--- config.mk ---
export PLATFORM = sky130hd
export DESIGN_NAME = rllh_queue
export DESIGN_NICKNAME = d
export VERILOG_FILES = /design/src/hw/rtl/rllh_pkg.sv /design/src/hw/rtl/rllh_queue.sv
export SDC_FILE = /design/constraint.sdc
export NUM_CORES = 1
export LEC_CHECK = 0
export ABC_CLOCK_PERIOD_IN_PS = 5000
export BUFFER_PORTS_ARGS = -buffer_cell sky130_fd_sc_hd__clkbuf_2
export CORE_ASPECT_RATIO = 0.75
export CORE_MARGIN = 3
export CORE_UTILIZATION = 45
export CTS_BUF_LIST = sky130_fd_sc_hd__clkbuf_16
export DETAILED_ROUTE_END_ITERATION = 16
export PLACE_DENSITY = 0.7
export SETUP_SLACK_MARGIN = 0.5
export SLEW_MARGIN = 20
export SYNTH_ARGS = -nofsm -noshare
export SYNTH_HDL_FRONTEND = slang
export SYNTH_SLANG_ARGS = --single-unit
--- constraint.sdc ---
create_clock -name clk -period 5 [get_ports clk]
set_input_delay 0.75 -clock clk [delete_from_list [all_inputs] [get_ports clk]]
set_output_delay 0.75 -clock clk [all_outputs]
set_load 0.01 [all_outputs]
--- src/hw/rtl/rllh_pkg.sv ---
// ----------------------------------------------------------------------------
// rllh_pkg
// Shared types and constants for the request latency log2 histogram unit.
// ----------------------------------------------------------------------------
package rllh_pkg;

  localparam int TAG_W     = 12;
  localparam int TS_W      = 64;
  localparam int SEL_W     = 6;
  localparam int LAT_W     = 55;
  localparam int BKT_W     = 6;
  localparam int CNT_W     = 32;
  localparam int ACT_W     = 2;

  localparam int IN_TDATA_W  = 88;
  localparam int OUT_TDATA_W = 96;

  // tag widened so that it can be compared against table depths up to 2**17 - 1
  localparam int TAG_EXT_W = 17;

  localparam int DEF_TABLE_DEPTH  = 4096;
  localparam int DEF_BUCKET_COUNT = 64;

  // divide by 1000, eight quotient bits per cycle
  localparam int NS_PER_US    = 1000;
  localparam int REM_W        = 10;
  localparam int DIV_BITS     = 8;
  localparam int DIV_CYCLES   = TS_W / DIV_BITS;
  localparam int STEP_W       = $clog2(DIV_CYCLES);
  localparam int BLEN_W       = 7;

  localparam int Q_DEPTH = 2;
  localparam int Q_PTR_W = $clog2(Q_DEPTH);
  localparam int Q_CNT_W = $clog2(Q_DEPTH + 1);

  typedef enum logic [ACT_W-1:0] {
    ACT_START    = 2'd0,
    ACT_COMPLETE = 2'd1,
    ACT_READ     = 2'd2,
    ACT_NONE     = 2'd3
  } action_t;

  typedef enum logic [1:0] {
    K_NONE,
    K_LAT,
    K_READ
  } kind_t;

  typedef struct packed {
    kind_t             kind;
    logic [TS_W-1:0]   delta;
    logic [SEL_W-1:0]  sel;
  } qent_t;

  typedef struct packed {
    logic              matched;
    logic [LAT_W-1:0]  lat;
    logic [BKT_W-1:0]  bkt;
    logic [CNT_W-1:0]  cnt;
  } res_t;

  typedef enum logic [1:0] {
    F_CLEAR,
    F_IDLE,
    F_LOOKUP
  } fstate_t;

  typedef enum logic [2:0] {
    B_IDLE,
    B_DIV,
    B_BKT,
    B_HRD,
    B_RES
  } bstate_t;

endpackage

--- src/hw/rtl/rllh_queue.sv ---
// ----------------------------------------------------------------------------
// rllh_queue
// Two-entry queue between the tag front end and the histogram back end.
// ----------------------------------------------------------------------------
module rllh_queue (
  input  logic           clk,
  input  logic           rst_n,
  input  logic           push,
  input  rllh_pkg::qent_t wdata,
  output logic           full,
  input  logic           pop,
  output rllh_pkg::qent_t rdata,
  output logic           empty
);

  rllh_pkg::qent_t                   ent_r [rllh_pkg::Q_DEPTH];
  logic [rllh_pkg::Q_PTR_W-1:0]     wr_ptr_r;
  logic [rllh_pkg::Q_PTR_W-1:0]     rd_ptr_r;
  logic [rllh_pkg::Q_CNT_W-1:0]     cnt_r;
  logic                             do_push;
  logic                             do_pop;

  assign full    = (cnt_r == rllh_pkg::Q_CNT_W'(rllh_pkg::Q_DEPTH));
  assign empty   = (cnt_r == '0);
  assign do_push = push && !full;
  assign do_pop  = pop && !empty;
  assign rdata   = ent_r[rd_ptr_r];

  always_ff @(posedge clk) begin
    if (!rst_n) begin
      wr_ptr_r <= '0;
      rd_ptr_r <= '0;
      cnt_r    <= '0;
    end else begin
      if (do_push) begin
        wr_ptr_r <= wr_ptr_r + 1'b1;
      end
      if (do_pop) begin
        rd_ptr_r <= rd_ptr_r + 1'b1;
      end
      if (do_push && !do_pop) begin
        cnt_r <= cnt_r + 1'b1;
      end else if (do_pop && !do_push) begin
        cnt_r <= cnt_r - 1'b1;
      end
    end
  end

  always_ff @(posedge clk) begin
    if (do_push) begin
      ent_r[wr_ptr_r] <= wdata;
    end
  end

endmodule

======== After elaboration in Yosys (flattened, before gate mapping) ========
Memories as Yosys holds them, arrays and structs flattened. A register that Yosys moved wholly into a read port is not among the register bits.
Index checks and enable logic that the tools add are counted.
word-level totals
  bits in latches ......................... 0
  memories kept ........................... 1
  bits in writable memories ............... 144
  bits in read-only memories .............. 0
  logic and storage cells ................. 25
  register bits after elaboration ......... 4
  output and inout port bits .............. 74
cells by class
  $add $sub $neg .......................... 4
  equal/unequal tests ..................... 1
  shifts and indexed selects .............. 0
  $lt $le $gt $ge ......................... 0
  $mul .................................... 0
  reduce and logical (&&, ||, !) cells .... 10
  bitwise gates (word level) .............. 0
  div/mod/pow operators ................... 0
  mux-type cells .......................... 6
memory list
  name   depth  bits a word  rd ports  clocked after Yosys merged registers in  wr ports  RTL line          text
  ent_r  2      72           1         1                                        1         rllh_queue.sv:16  rllh_pkg::qent_t ent_r [rllh_pkg::Q_DEPTH];
operator list
  kind                                                                count
  1-bit logical AND                                                   4
  1-bit logical NOT                                                   4
  1-bit 2-to-1 mux                                                    4
  2-bit 2-to-1 mux                                                    2
  1-bit adder, second input constant                                  2
  2-bit by 1-bit adder with 2-bit output, second input constant       1
  2-bit == test, second input constant                                1
  2-bit logical NOT                                                   1
  2-bit nonzero test                                                  1
  2-bit by 1-bit subtractor with 2-bit output, second input constant  1

======== Depth between registers and ports, before layout ========
  depth after elaboration ................. 7
  mapped depth ............................ 7
  gate-level depth less buffers ........... 7

======== Least setup slack after synthesis ========
OpenSTA, ideal clock, no wires.
  path type ............................... input-to-reg
  start ................................... input port push
  end ..................................... memory ent_r[0][0] (netlist bit) (enable)
  library setup time ...................... 491 ps
  path buffers ............................ 0
  setup slack ............................. 868 ps
  required time ........................... 4509 ps
  data arrival time ....................... 3641 ps
  stages .................................. 2
  cell sequence ........................... inv_1 nor3_2
between the ends
  longest elaborated chain between the ends .. 3
RTL lines
  what                                    RTL line          text
  start, declared                         rllh_queue.sv:8   input logic push,
  1-bit logical AND                       rllh_queue.sv:25  assign do_push = push && !full;
  1-bit 2-to-1 mux                        rllh_queue.sv:50  if (do_push) begin
  1-bit 2-to-1 mux (not written as such)  rllh_queue.sv:51  ent_r[wr_ptr_r] <= wdata;
  end, declared                           rllh_queue.sv:16
Every way passes these cells.

==> metrics.txt <==
Final setup viols 0; Final nets 489; drt pass-1 iters 4; num rows 34; crit-path leading delay family flip-flops; Antenna Violating Nets Remaining 0; Top-Level Pins 150; worst slew pin tran 0.9700 ns; vias 2805; routed len/inst 16.75 µm; Final Hold Fails 0; Synth Area in Compound Gates 0.5966%; Overall Global Routing Usage 15.20%; ANT cells 0; final setup TNS 0 ns; vias per inst 4.787; RSZ-0062 raised after global routing no; final WL 9815 µm; die height 101.3 µm; Max-Cap Viols 0; pin count of the biggest net entering global routing 73; Clock Tree Root clkbuf_16; Setup Skew 0.007253 ns; Die Wd 133.1 µm; # hold bufs at CTS 0; Synth Area in Simple Gates 1.010%; CP Class reg2out; synth unique cells 22; I/O Buffers 149; largest family of logic cells by synthesized area multiplexers; CTS Buf Count 17; worst path bufs/invs 1; footprint of the multi-input gates 948.4 µm²; Syn Nets 326; # clock sinks 149; Rel. slew slack 35.33%; slack of the critical path 2.242 ns; # DRC 0; Syn Std Cell Area 5453 µm²; Worst-Skew Late Latency 0.41 ns; TritonCTS clock tree yes; crit path max fanout 72; register area 4428 µm²; full die area 13490 µm²; Period minus WS final 2.758 ns; pwr/cell area 531.8 nW/µm²; Ys Warns 0; post-DP HPWL 6326 µm; postcts setup bufs 0; share of post-route cells with drive strength above 1 58.96%; PostCTS Resize Cnt 0; Post-Syn Instances 249; GRT overflow 0; #FFs+latches synth 149; area fraction of the dominant cell type after synthesis 79.30%; initial antenna violation count 0; most frequent cells in the layout clkbuf_2 (149), edfxtp_1 (144), mux2_2 (65), clkbuf_16 (17), mux2_1 (7); Startpoint Class register; initial core utilization 46.61%; Post-Synth XOR/XNOR Area 0.4819%; Hold Crit Class in2reg; Syn Area/Cell 21.90 µm²; CP peak stage delay 0.98 ns; crit-path cells mux2_2 > clkbuf_2; core region area 11700 µm²; status completed; Critical Path Sink Type output port; mux share of post-synthesis cell area 14.87%; fin crit share 55.17%; LEAKAGE 2.633 nW; GPL Wtd Cong 0.6973; Area Overhead vs Synth 27.58%; Placement Setup Slack 2.654 ns; Fill cells 907; clk slew on worst S/H paths 0.06 ns; Worst VDD drop 0.2728 mV; Synth Area in Adders 0.2295%; sequential fraction of the synthesis area 81.14%; CP required 4.25 ns; max-slew violations 0; vias in the first global route 2939; H-tree depth 4; Worst Path Arrival 2.01 ns; DRT iter0 DRCs 164; commonest non-fill, non-tap cell in the layout clkbuf_2; first-pass GRT wire length 15490 µm; Bufs on Longest Clock Path 2; Synth area leader edfxtp_1; top post-synthesis cells by area edfxtp_1 (79%), mux2_2 (13%), dfxtp_1 (1.8%); Slowest-stage cell, CP dfxtp_4; fmax 362.5 MHz
stage by stage:
stage | power [mW] | hold slack, ns | instances | util, % | instance area (µm²)
floorplan | 2.200 | 0.4833 | 249 | - | 5453
global placement | 2.465 | 0.5007 | 554 | 54.26 | 6347
detailed placement | 2.485 | 0.5174 | 554 | 54.26 | 6347
CTS | 3.746 | 0.5141 | 585 | 59.29 | 6937
global route | 3.876 | 0.5146 | 586 | 59.47 | 6957
finish | 3.699 | 0.5278 | 586 | 59.47 | 6957
where the power goes:
group	total (mW)	switching, mW	internal [mW]
Combinational	0.754	0.374	0.379
Clock	1.25	0.475	0.778
Sequential	1.69	0.122	1.57
Total	3.70	0.970	2.73
registers in the layout, indices dropped and copies added, names as in the netlist, named ones only:
name	flops
cnt_r	2
ent_r	144
rd_ptr_r	1
wr_ptr_r	1
worst register-to-register path: stages, from the launching register on:
cell      delay (ns)
dfxtp_1         0.42
nand2b_1        0.20
and3_4          0.54
buf_12          0.31
Yosys cell counts:
cell type / instances
o21ai_1: 1
mux2_1: 7
o21ai_0: 1
inv_2: 1
buf_6: 7
ha_1: 1
buf_2: 1
xnor2_1: 2
and3_1: 1
dfxtp_1: 5
nand2b_1: 1
nor2_1: 2
and2_1: 3
inv_1: 1
or3_1: 1
nor3_2: 1
mux2_2: 65
xor2_1: 1
a21boi_0: 1
a21boi_1: 1
o21a_1: 1
edfxtp_1: 144
area by class of cell:
class / instances / area share [%]
clock buffers: 17 / 6.115
flip-flops and latches: 149 / 63.65
multi-input cells: 90 / 13.63
repair buffers: 152 / 11.22
clock inverters: 14 / 2.356
inverters: 2 / 0.1079
well taps: 162 / 2.914
final timing paths:
kind,startpoint,end,slack (ns),cells past startpoint
min,wdata[69],ent_r[0][69]$_DFFE_PP_,0.53,1
max,register,rdata[3],2.24,2
min reg2reg,cnt_r[1]$_SDFFE_PN0P_,cnt_r[1]$_SDFFE_PN0P_,0.53,2
max reg2reg,cnt_r[0]$_SDFFE_PN0P_,ent_r[1][14]$_DFFE_PP_,3.18,3
logic make-up after synthesis:
family,count (synthesis)
AOI/OAI and AO/OA,5
xor gates and xnor gates,3
adders and majority gates,1
buffers and inverters,10
DFF,149
muxes,72
and+or+nand+nor,9
routing by layer:
layer	part of all wire, %	GRT usage, %	vias up
met2	46	22.27	120
met1	45	20.93	1364
li1	-	-	1307
met3	8.0	5.362	14
met5	0	0	-
met4	1.5	6.403	0
Note: power is estimated with default switching activity, not from simulation.
