### src/hw/rtl/rllh_pkg.sv
// ----------------------------------------------------------------------------
// rllh_pkg
// Shared types and constants for the request latency log2 histogram unit.
// ----------------------------------------------------------------------------
package rllh_pkg;

  localparam int TAG_W     = 12;
  localparam int TS_W      = 64;
  localparam int SEL_W     = 6;
  localparam int LAT_W     = 55;
  localparam int BKT_W     = 6;
  localparam int CNT_W     = 32;
  localparam int ACT_W     = 2;

  localparam int IN_TDATA_W  = 88;
  localparam int OUT_TDATA_W = 96;

  // tag widened so that it can be compared against table depths up to 2**17 - 1
  localparam int TAG_EXT_W = 17;

  localparam int DEF_TABLE_DEPTH  = 4096;
  localparam int DEF_BUCKET_COUNT = 64;

  // divide by 1000, eight quotient bits per cycle
  localparam int NS_PER_US    = 1000;
  localparam int REM_W        = 10;
  localparam int DIV_BITS     = 8;
  localparam int DIV_CYCLES   = TS_W / DIV_BITS;
  localparam int STEP_W       = $clog2(DIV_CYCLES);
  localparam int BLEN_W       = 7;

  localparam int Q_DEPTH = 2;
  localparam int Q_PTR_W = $clog2(Q_DEPTH);
  localparam int Q_CNT_W = $clog2(Q_DEPTH + 1);

  typedef enum logic [ACT_W-1:0] {
    ACT_START    = 2'd0,
    ACT_COMPLETE = 2'd1,
    ACT_READ     = 2'd2,
    ACT_NONE     = 2'd3
  } action_t;

  typedef enum logic [1:0] {
    K_NONE,
    K_LAT,
    K_READ
  } kind_t;

  typedef struct packed {
    kind_t             kind;
    logic [TS_W-1:0]   delta;
    logic [SEL_W-1:0]  sel;
  } qent_t;

  typedef struct packed {
    logic              matched;
    logic [LAT_W-1:0]  lat;
    logic [BKT_W-1:0]  bkt;
    logic [CNT_W-1:0]  cnt;
  } res_t;

  typedef enum logic [1:0] {
    F_CLEAR,
    F_IDLE,
    F_LOOKUP
  } fstate_t;

  typedef enum logic [2:0] {
    B_IDLE,
    B_DIV,
    B_BKT,
    B_HRD,
    B_RES
  } bstate_t;

endpackage

### src/hw/rtl/rllh_back.sv
// ----------------------------------------------------------------------------
// rllh_back
// Divides latency deltas by NS_PER_US to get microseconds, finds the log2 bucket, updates the
// saturating histogram and holds the result register for the output side.
// ----------------------------------------------------------------------------
module rllh_back #(
  parameter int BUCKET_COUNT = rllh_pkg::DEF_BUCKET_COUNT
) (
  input  logic            clk,
  input  logic            rst_n,
  input  logic            q_empty,
  input  rllh_pkg::qent_t q_rdata,
  output logic            q_pop,
  output logic            out_tvalid,
  input  logic            out_tready,
  output rllh_pkg::res_t  out_res
);

  localparam int HIST_IW = $clog2(BUCKET_COUNT);
  localparam int TS_W    = rllh_pkg::TS_W;
  localparam int REM_W   = rllh_pkg::REM_W;
  localparam int BLEN_W  = rllh_pkg::BLEN_W;
  localparam int CNT_W   = rllh_pkg::CNT_W;
  localparam int BKT_W   = rllh_pkg::BKT_W;

  logic [CNT_W-1:0]                hist_mem [BUCKET_COUNT];
  logic [BUCKET_COUNT-1:0]         hist_vld_r;
  logic [CNT_W-1:0]                hist_rdata_r;
  logic                            hist_rvld_r;

  rllh_pkg::bstate_t               state_r;
  rllh_pkg::bstate_t               state_nxt;

  rllh_pkg::kind_t                 kind_r;
  logic [TS_W-1:0]                 d_r;
  logic [TS_W-1:0]                 quo_r;
  logic [REM_W-1:0]                rem_r;
  logic [BLEN_W-1:0]               blen_r;
  logic [rllh_pkg::STEP_W-1:0]     step_r;
  logic [BKT_W-1:0]                bkt_r;
  logic                            sel_ok_r;
  rllh_pkg::res_t                  res_r;
  logic                            out_valid_r;
  rllh_pkg::res_t                  out_res_r;

  logic [TS_W-1:0]                 d_v;
  logic [TS_W-1:0]                 quo_v;
  logic [REM_W-1:0]                rem_v;
  logic [BLEN_W-1:0]               blen_v;

  logic [BLEN_W-1:0]               blen_min1;
  logic [BKT_W-1:0]                bkt_calc;
  logic                            sel_ok;
  logic [CNT_W-1:0]                cur_cnt;
  logic [CNT_W-1:0]                cnt_new;
  logic                            out_free;

  logic                            h_rd_en;
  logic [HIST_IW-1:0]              h_rd_addr;
  logic                            h_wr_en;
  logic                            out_load;

  assign out_tvalid = out_valid_r;
  assign out_res    = out_res_r;
  assign out_free   = !out_valid_r || out_tready;

  assign sel_ok    = ({1'b0, q_rdata.sel} < (BKT_W + 1)'(BUCKET_COUNT));
  assign blen_min1 = (blen_r == '0) ? BLEN_W'(1) : blen_r;
  assign bkt_calc  = (blen_min1 > BLEN_W'(BUCKET_COUNT - 1)) ?
                     BKT_W'(BUCKET_COUNT - 1) : blen_min1[BKT_W-1:0];
  assign cur_cnt   = hist_rvld_r ? hist_rdata_r : '0;
  assign cnt_new   = (cur_cnt == '1) ? cur_cnt : cur_cnt + 1'b1;

  // eight restoring steps of the divide by 1000; the first quotient one
  // fixes the bit length of the result
  always_comb begin
    logic [REM_W:0] t;
    d_v    = d_r;
    quo_v  = quo_r;
    rem_v  = rem_r;
    blen_v = blen_r;
    for (int k = 0; k < rllh_pkg::DIV_BITS; k++) begin
      t   = {rem_v, d_v[TS_W-1]};
      d_v = {d_v[TS_W-2:0], 1'b0};
      if (t >= (REM_W + 1)'(rllh_pkg::NS_PER_US)) begin
        rem_v = REM_W'(t - (REM_W + 1)'(rllh_pkg::NS_PER_US));
        quo_v = {quo_v[TS_W-2:0], 1'b1};
        if (blen_v == '0) begin
          blen_v = BLEN_W'(TS_W) - {1'b0, step_r, 3'b000} - BLEN_W'(k);
        end
      end else begin
        rem_v = t[REM_W-1:0];
        quo_v = {quo_v[TS_W-2:0], 1'b0};
      end
    end
  end

  always_comb begin
    state_nxt = state_r;
    case (state_r)
      rllh_pkg::B_IDLE: begin
        if (!q_empty) begin
          case (q_rdata.kind)
            rllh_pkg::K_LAT:  state_nxt = rllh_pkg::B_DIV;
            rllh_pkg::K_READ: state_nxt = rllh_pkg::B_HRD;
            default:          state_nxt = rllh_pkg::B_RES;
          endcase
        end
      end
      rllh_pkg::B_DIV: begin
        if (step_r == rllh_pkg::STEP_W'(rllh_pkg::DIV_CYCLES - 1)) begin
          state_nxt = rllh_pkg::B_BKT;
        end
      end
      rllh_pkg::B_BKT: state_nxt = rllh_pkg::B_HRD;
      rllh_pkg::B_HRD: state_nxt = rllh_pkg::B_RES;
      rllh_pkg::B_RES: begin
        if (out_free) begin
          state_nxt = rllh_pkg::B_IDLE;
        end
      end
      default: state_nxt = rllh_pkg::B_IDLE;
    endcase
  end

  always_comb begin
    q_pop     = 1'b0;
    h_rd_en   = 1'b0;
    h_rd_addr = q_rdata.sel[HIST_IW-1:0];
    h_wr_en   = 1'b0;
    out_load  = 1'b0;
    case (state_r)
      rllh_pkg::B_IDLE: begin
        q_pop   = !q_empty;
        h_rd_en = !q_empty && (q_rdata.kind == rllh_pkg::K_READ);
      end
      rllh_pkg::B_BKT: begin
        h_rd_en   = 1'b1;
        h_rd_addr = bkt_calc[HIST_IW-1:0];
      end
      rllh_pkg::B_HRD: begin
        h_wr_en = (kind_r == rllh_pkg::K_LAT);
      end
      rllh_pkg::B_RES: begin
        out_load = out_free;
      end
      default: begin
        q_pop = 1'b0;
      end
    endcase
  end

  always_ff @(posedge clk) begin
    if (!rst_n) begin
      state_r     <= rllh_pkg::B_IDLE;
      out_valid_r <= 1'b0;
      hist_vld_r  <= '0;
    end else begin
      state_r <= state_nxt;
      if (out_load) begin
        out_valid_r <= 1'b1;
      end else if (out_tready) begin
        out_valid_r <= 1'b0;
      end
      if (h_wr_en) begin
        hist_vld_r[bkt_r[HIST_IW-1:0]] <= 1'b1;
      end
    end
  end

  always_ff @(posedge clk) begin
    case (state_r)
      rllh_pkg::B_IDLE: begin
        if (q_pop) begin
          kind_r   <= q_rdata.kind;
          d_r      <= q_rdata.delta;
          quo_r    <= '0;
          rem_r    <= '0;
          blen_r   <= '0;
          step_r   <= '0;
          bkt_r    <= q_rdata.sel;
          sel_ok_r <= sel_ok;
          res_r    <= '0;
        end
      end
      rllh_pkg::B_DIV: begin
        d_r    <= d_v;
        quo_r  <= quo_v;
        rem_r  <= rem_v;
        blen_r <= blen_v;
        step_r <= step_r + 1'b1;
      end
      rllh_pkg::B_BKT: begin
        bkt_r <= bkt_calc;
      end
      rllh_pkg::B_HRD: begin
        res_r.bkt <= bkt_r;
        if (kind_r == rllh_pkg::K_LAT) begin
          res_r.matched <= 1'b1;
          res_r.lat     <= quo_r[rllh_pkg::LAT_W-1:0];
          res_r.cnt     <= cnt_new;
        end else begin
          res_r.matched <= 1'b0;
          res_r.lat     <= '0;
          res_r.cnt     <= sel_ok_r ? cur_cnt : '0;
        end
      end
      default: begin
        bkt_r <= bkt_r;
      end
    endcase
    if (out_load) begin
      out_res_r <= res_r;
    end
    if (h_rd_en) begin
      hist_rvld_r <= hist_vld_r[h_rd_addr];
    end
  end

  always_ff @(posedge clk) begin
    if (h_wr_en) begin
      hist_mem[bkt_r[HIST_IW-1:0]] <= cnt_new;
    end
    if (h_rd_en) begin
      hist_rdata_r <= hist_mem[h_rd_addr];
    end
  end

endmodule

### config.mk
export PLATFORM = sky130hd
export DESIGN_NAME = rllh_back
export DESIGN_NICKNAME = d
export VERILOG_FILES = /design/src/hw/rtl/rllh_pkg.sv /design/src/hw/rtl/rllh_back.sv
export SDC_FILE = /design/constraint.sdc
export NUM_CORES = 2
export LEC_CHECK = 0
export ABC_AREA = 1
export BUFFER_PORTS_ARGS = -buffer_cell sky130_fd_sc_hd__clkbuf_2
export CORE_MARGIN = 2
export CORE_UTILIZATION = 50
export DETAILED_ROUTE_END_ITERATION = 12
export GPL_TIMING_DRIVEN = 0
export PLACE_DENSITY = 0.66
export SLEW_MARGIN = 10
export SYNTH_ARGS = -nofsm -noshare
export SYNTH_HDL_FRONTEND = slang
export SYNTH_SLANG_ARGS = --single-unit
### constraint.sdc
create_clock -name clk -period 8.2 [get_ports clk]
set_clock_uncertainty 0.05 [all_clocks]
set_input_delay 1.64 -clock clk [delete_from_list [all_inputs] [get_ports clk]]
set_output_delay 1.64 -clock clk [all_outputs]
set_load 0.05 [all_outputs]
* Word level (Yosys, flattened, before mapping)
Memories as Yosys holds them, arrays and structs flattened. A register that Yosys moved wholly into a read port is not among the register bits.
Cells that the tools add are included.
** Word-level totals
- Bits in registers :: 404
- Memory bits (writable) :: 2048
- Input bits :: 76
- Output and inout bits :: 96
- Logic and storage cells :: 157
- Memories kept :: 1
** Operators by class
- Add/sub/neg operators :: 18
- $lt $le $gt $ge :: 12
- Equal/unequal tests :: 13
- Muxes and demuxes :: 70
- Bitwise gates (word level) :: 1
- Reductions and logical operators :: 23
** Memories
- hist_mem :: words 64, width 32, rd ports 1, clocked after memory_dff 1, write ports 1, line rllh_back.sv:26 : logic [CNT_W-1:0] hist_mem [BUCKET_COUNT];
** Operator list (count)
- 94-bit case mux with 2 select lines :: 1
- 64-bit case mux with 2 select lines :: 1
- 7-bit 2-to-1 mux :: 18
- 55-bit case mux with 2 select lines :: 1
- 32-bit 2-to-1 mux :: 3
- 94-bit 2-to-1 mux :: 1
- 10-bit 2-to-1 mux :: 9
- 11-bit by 10-bit greater-or-equal comparator with 1-bit output (second input constant) :: 8
- 10-bit subtractor (second input constant) :: 8
- 64-bit 2-to-1 mux :: 1
- 64-bit bitwise OR :: 1
- 7-bit zero test :: 8
- 56-bit 2-to-1 mux :: 1
- 55-bit 2-to-1 mux :: 1
- 32-bit by 1-bit adder with 32-bit output (second input constant) :: 1
- 32-bit == test (second input constant) :: 1
- 7-bit by 3-bit subtractor with 7-bit output (second input constant) :: 4
- 10-bit case mux with 2 select lines :: 1
- 6-bit 2-to-1 mux :: 3
- 1-bit 2-to-1 mux :: 17
- 3-bit case mux with 5 select lines :: 1
- 6-bit by 7-bit < comparator with 1-bit output (second input constant) :: 2
- 7-bit case mux with 2 select lines :: 1
- 7-bit by 2-bit subtractor with 7-bit output (second input constant) :: 2
- other kinds (24) :: 42

* Longest topological paths before layout
- Depth after elaboration :: 25
- Gate-level depth with buffers :: 58
- Depth with buffers taken out :: 56

* Worst setup path before layout
No wires, ideal clock.
- Path type :: in2reg
- From :: input port out_tready
- To :: register out_res_r (netlist bit out_res[0]), enable pin
- Setup time :: 548 ps
- Data arrival time :: 5591 ps
- Data required time :: 7602 ps
- Setup slack :: 2010 ps
- Stages :: 2
- Path buffers :: 0
- Cells stage by stage :: nor2_1 -> nor2_1
** On the way
- Word-level cells in the longest chain between the ends :: 2
** RTL lines
- start: declaration :: line rllh_back.sv:15 : input logic out_tready,
- 1-bit logical OR :: line rllh_back.sv:65 : assign out_free = !out_valid_r || out_tready;
- 1-bit 2-to-1 mux :: line rllh_back.sv:132 : case (state_r)
- via out_load :: line rllh_back.sv:61 : logic out_load;
- end signal: assignment :: line rllh_back.sv:213 : out_res_r <= res_r;
- end: declaration :: line rllh_back.sv:44 : rllh_pkg::res_t out_res_r;
The timed path passes the listed nets, and every way through them passes these cells.
A chain may end at the register's enable or synchronous reset.

* Final worst setup path
- From :: register hist_rvld_r
- To :: memory hist_mem[37][31] (data pin)
** On the way
- Word-level cells in the longest chain between the ends :: 3
- Elaborated cells between the ends (all ways) :: 4
- Classes of those cells :: add/sub (1); eq/ne (1); mux (2)
** RTL lines
- start: declaration :: line rllh_back.sv:29 : logic hist_rvld_r;
- start signal: assignment :: line rllh_back.sv:216 : hist_rvld_r <= hist_vld_r[h_rd_addr];
- 32-bit 2-to-1 mux * :: line rllh_back.sv:71 : assign cur_cnt = hist_rvld_r ? hist_rdata_r : '0;
- 32-bit by 1-bit adder with 32-bit output / 32-bit == test (equally long branches) :: line rllh_back.sv:72 : assign cnt_new = (cur_cnt == '1) ? cur_cnt : cur_cnt + 1'b1;
- 32-bit 2-to-1 mux * :: line rllh_back.sv:72
- via cnt_new[31] :: line rllh_back.sv:55 : logic [CNT_W-1:0] cnt_new;
- end: declaration :: line rllh_back.sv:26
Mark *: on every way through the listed nets, which the timed path passes. The rest lies on a longest branch.

==> impl.org <==
** Clocking
- The clock reaches the later pin of the worst-skew pair after ~940 ps.
- Number of sinks on the clock net :: 2484
- After clock tree synthesis, the repair step resized 0 gates.
- The cell sitting at the root of the clock tree is a sky130_fd_sc_hd__clkbuf_16.
- TritonCTS built the clock tree.
- Hold-fix buffers at CTS :: 0
- After clock tree synthesis, the clock-pin slew on the worst setup and hold paths is 60 ps.
- CTS built an H-tree with a depth of 4.
- The clock passes through at most 3 buffers.
- # Post-CTS Setup Buffers :: 0
- Cts bufs inserted :: 241

** Setup path
- STA classifies the critical path endpoint as a register.
- For the worst setup path, the data arrival time is 8140 ps.
- Counting cells, the worst reg-to-reg path comes to 29.
- Required @ worst endpoint :: 8780 ps
- Worst reg-to-reg setup slack :: 640 ps
- Endpoint of the worst-slack reg-to-reg timing path :: hist_mem[37][31]
- Nature of the critical path startpoint :: register
- The critical path contains buffers and inverters numbering 7 combined.
- By startpoint and endpoint, the worst setup path is classified as register to register.
- Startpoint of the worst register-to-register path :: hist_rvld_r
- Crit path max-delay cell type :: sky130_fd_sc_hd__nor3b_1
- Delay of the slowest critical-path stage :: 700 ps
- Maximum fanout along the worst path :: 16
- The kind of cell with the highest combined delay along the critical path is simple AND/OR/NAND/NOR gates.

** Finish
- Share of final-layout standard cells stronger than drive strength 1 :: 10.7%
- Most common library cell in the layout ignoring fill and taps :: sky130_fd_sc_hd__edfxtp_1
- From synthesis to final layout, the design area changed by 16.9%.
- Leaving out filler cells and counting taps, the final layout contains 11347.
- The top cell types in the final layout, fill and taps aside, are sky130_fd_sc_hd__edfxtp_1, sky130_fd_sc_hd__nor2_1, sky130_fd_sc_hd__o21ai_0.
- Measured on the finished design, the core utilization comes to 59.0%.
- After routing the design area is 117000 um^2.
- The net count of the finished layout is 8564.

** STA
- Derived from the worst setup path, the maximum achievable clock frequency is about 0.13 GHz.
- The worst pin sits at a relative slew slack of 6.07%.
- Setup tns final :: 0 ps
- Worst-Margin Slew :: 1410 ps
- Final hold violation count :: 0
- The count of final max-slew check failures is 0.
- Setup repair after global routing left no endpoint under its margin.
- Setup violations remaining at the end of the flow were counted as 0.
- Of the available clock period, the critical path in the final layout requires between 90% and 100%.
- Counting I/O delays and the setup requirement, the final critical path takes 7560 ps.

** Route
- Wires add up to 353000 um.
- In this run the remaining antenna-violating nets after routing total 0.
- Avg WL per Cell :: 31.1 um
- In the routed layout, each cell is associated on average with a via count of 6.25.
- The routed layout has 70943 vias.
- The detailed router finished its first iteration with 11341 violations.
- After detailed routing, the number of remaining DRC violations is 0.
- The first detailed-routing pass ran for 8 iterations.

** Min path
- Worst min-delay path class :: register to register
- The startpoint identified for the worst hold timing path is res_r[85].
- Destination of the worst hold path :: out_res[85]
- Hold Path Depth :: 0

** Logic synthesis
- The synthesized design contains 2484 register bits.
- In the synthesized netlist the dominant register cell turns out to be sky130_fd_sc_hd__edfxtp_1.
- For this run, asynchronously set or reset flops after synthesis account for 0%.
- Ranking of synthesized cells by area :: sky130_fd_sc_hd__edfxtp_1, sky130_fd_sc_hd__nor2_1, sky130_fd_sc_hd__o32ai_1, sky130_fd_sc_hd__o21ai_0, sky130_fd_sc_hd__clkbuf_1
- The top cell type by area accounts for 72.8% of the synthesized area.
- Number of synthesis warnings :: 0
- The synthesized design contains 2416 enable-type register cells.
- Cell area after synthesis :: 99700 um^2
- Post-synthesis cell type with the largest combined area :: sky130_fd_sc_hd__edfxtp_1
- Mapped Nets :: between 7000 and 8000
- Cell count after synthesis :: 7884
- The synthesized netlist contains 50 unique library cells.
- Sequential area share after synthesis :: between 70% and 80%
- Mean cell area of the mapped netlist :: 12.6 um^2

** GRT
- The first global-routing pass estimated 488000 um of wire.
- Largest net degree at the start of global routing :: 59
- The number of antenna violations at the first check in global routing came to 30.
- The number of global-route vias before repair came to ~66000.
- Total routing resource utilization after global routing :: between 30% and 40%
- GR Overflow Total :: 0

** Outcome
- The flow ran to the end, and the final reports show no timing, DRC or antenna violations.

** Floorplan
- Initial Utilization :: approximately half
- Full die area :: roughly 200000 um^2
- Core area :: 198000 um^2
- Die W :: between 400 and 500 um
- Number of I/O pins :: 172
- Die Ht :: 450 um
- In this run the core area contains roughly 160 standard-cell rows.

** Power
- Across the VDD grid, the largest voltage drop is between 0.0004 and 0.0005 V.
- Power spread over the standard cell area amounts to 344 nW/um^2.
- The analysis attributes to cell leakage a power of 39.0 nW.
- The completed layout was analyzed and its total power is 0.0401 W.

** Placed design
- DP Area :: 109000 um^2
- Routability-driven placement finished with a final weighted congestion of about 1.1.
- I/O Buffers :: 171
- DP Cell Count :: 10877
- After legalization and detailed placement, the total HPWL measured 255000 um.

** Job
- Max-cap violations in this run came to 0.
[how the worst max path moves through the flow]
stage	start	end	cells past startpoint	slack, ps
floorplan	out_tready	out_res[0]	2	2010
global placement	hist_rvld_r	hist_mem[38][31]	27	-2570
detailed placement	hist_rvld_r	hist_mem[39][31]	29	860
CTS	hist_rvld_r	hist_mem[44][31]	29	810
global route	hist_rvld_r	res_r[31]	30	270
finish	hist_rvld_r	hist_mem[37][31]	29	640
[state kept, by name, indices dropped and copies added (netlist names)]
signal,count
step_r,3
state_r,3
hist_rdata_r,32
res_r,94
out_tvalid,1
hist_vld_r,64
kind_r,2
d_r,64
bkt_r,6
hist_rvld_r,1
hist_mem,2048
blen_r,7
rem_r,10
quo_r,55
out_res,94
[metal layers]
metal / track usage [%] / part of all wire (%) / wire [um] / up-vias
li1: - / - / - / 30067
met3: 11.3 / 15 / 52700 / 886
met2: 48.3 / 42 / 147000 / 5240
met4: 20.6 / 7.2 / 25500 / 14
met5: 0 / 0.022 / 79 / -
met1: 45.8 / 36 / 128000 / 34736
[power by group]
group          total [W]  leakage, nW  switching, W  internal [W]
registers         0.0154         22.8      0.000236        0.0152
logic             0.0136         12.4        0.0102       0.00348
clock network     0.0110         3.80       0.00485       0.00617
total             0.0401         39.0        0.0152        0.0248
[cell type report]
cell class              instances  area, um^2
diodes                         16        40.0
well taps                    2640        3300
fillers                     15473       81100
clock buffers                 305        6380
repair buffers                354        4660
flip-flops and latches       2484       73900
clock inverters               148        1420
plain buffers                 510        2010
multi-input cells            4646       23900
inverters                     244         921
[worst reg2reg max path, delay by kind of cell, from the launching register on]
kind	cells	cell delay, ps
buffers and inverters	7	1250
xor gates and xnor gates	1	300
DFF	1	370
adders and majority gates	1	270
and+or+nand+nor	20	5020
[through the flow]
step	hold slack, ps	setup slack, ps
2_1_floorplan	350	2010
3_3_place_gp	354	-2570
3_5_place_dp	355	864
4_1_cts	359	812
5_1_grt	366	265
6_report	367	639
[synth_stat cells (5+ instances only)]
cell type,n
sky130_fd_sc_hd__a211oi_1,19
sky130_fd_sc_hd__a21oi_1,17
sky130_fd_sc_hd__a31oi_1,6
sky130_fd_sc_hd__buf_1,18
sky130_fd_sc_hd__clkbuf_1,483
sky130_fd_sc_hd__dfxtp_1,68
sky130_fd_sc_hd__edfxtp_1,2416
sky130_fd_sc_hd__ha_1,7
sky130_fd_sc_hd__inv_1,224
sky130_fd_sc_hd__inv_2,14
sky130_fd_sc_hd__nand2_1,416
sky130_fd_sc_hd__nand2_2,25
sky130_fd_sc_hd__nand2_4,23
sky130_fd_sc_hd__nand3_1,80
sky130_fd_sc_hd__nand3_2,10
sky130_fd_sc_hd__nand3b_1,5
sky130_fd_sc_hd__nand4_1,16
sky130_fd_sc_hd__nor2_1,2309
sky130_fd_sc_hd__nor2_2,9
sky130_fd_sc_hd__nor2_4,11
sky130_fd_sc_hd__nor3_1,29
sky130_fd_sc_hd__nor4_1,6
sky130_fd_sc_hd__o211ai_1,14
sky130_fd_sc_hd__o21ai_0,873
sky130_fd_sc_hd__o21ai_1,8
sky130_fd_sc_hd__o21ai_2,6
sky130_fd_sc_hd__o221ai_1,18
sky130_fd_sc_hd__o22ai_1,147
sky130_fd_sc_hd__o32ai_1,528
sky130_fd_sc_hd__xnor2_1,10
sky130_fd_sc_hd__xor2_1,36
[cells by family (layout without fill, tap and decap cells)]
group,Yosys count,count (layout),share of synthesized area [%]
compound gates,1646,1646,10.7
xor+xnor,46,46,0.404
fa+ha+maj,7,7,0.0879
buf+inv,754,1561,2.92
flops,2484,2484,74.2
mux,1,1,0.0113
other cells,0,16,0
simple gates,2946,2946,11.7
No activity file was read; power rests on OpenSTA's default activity.
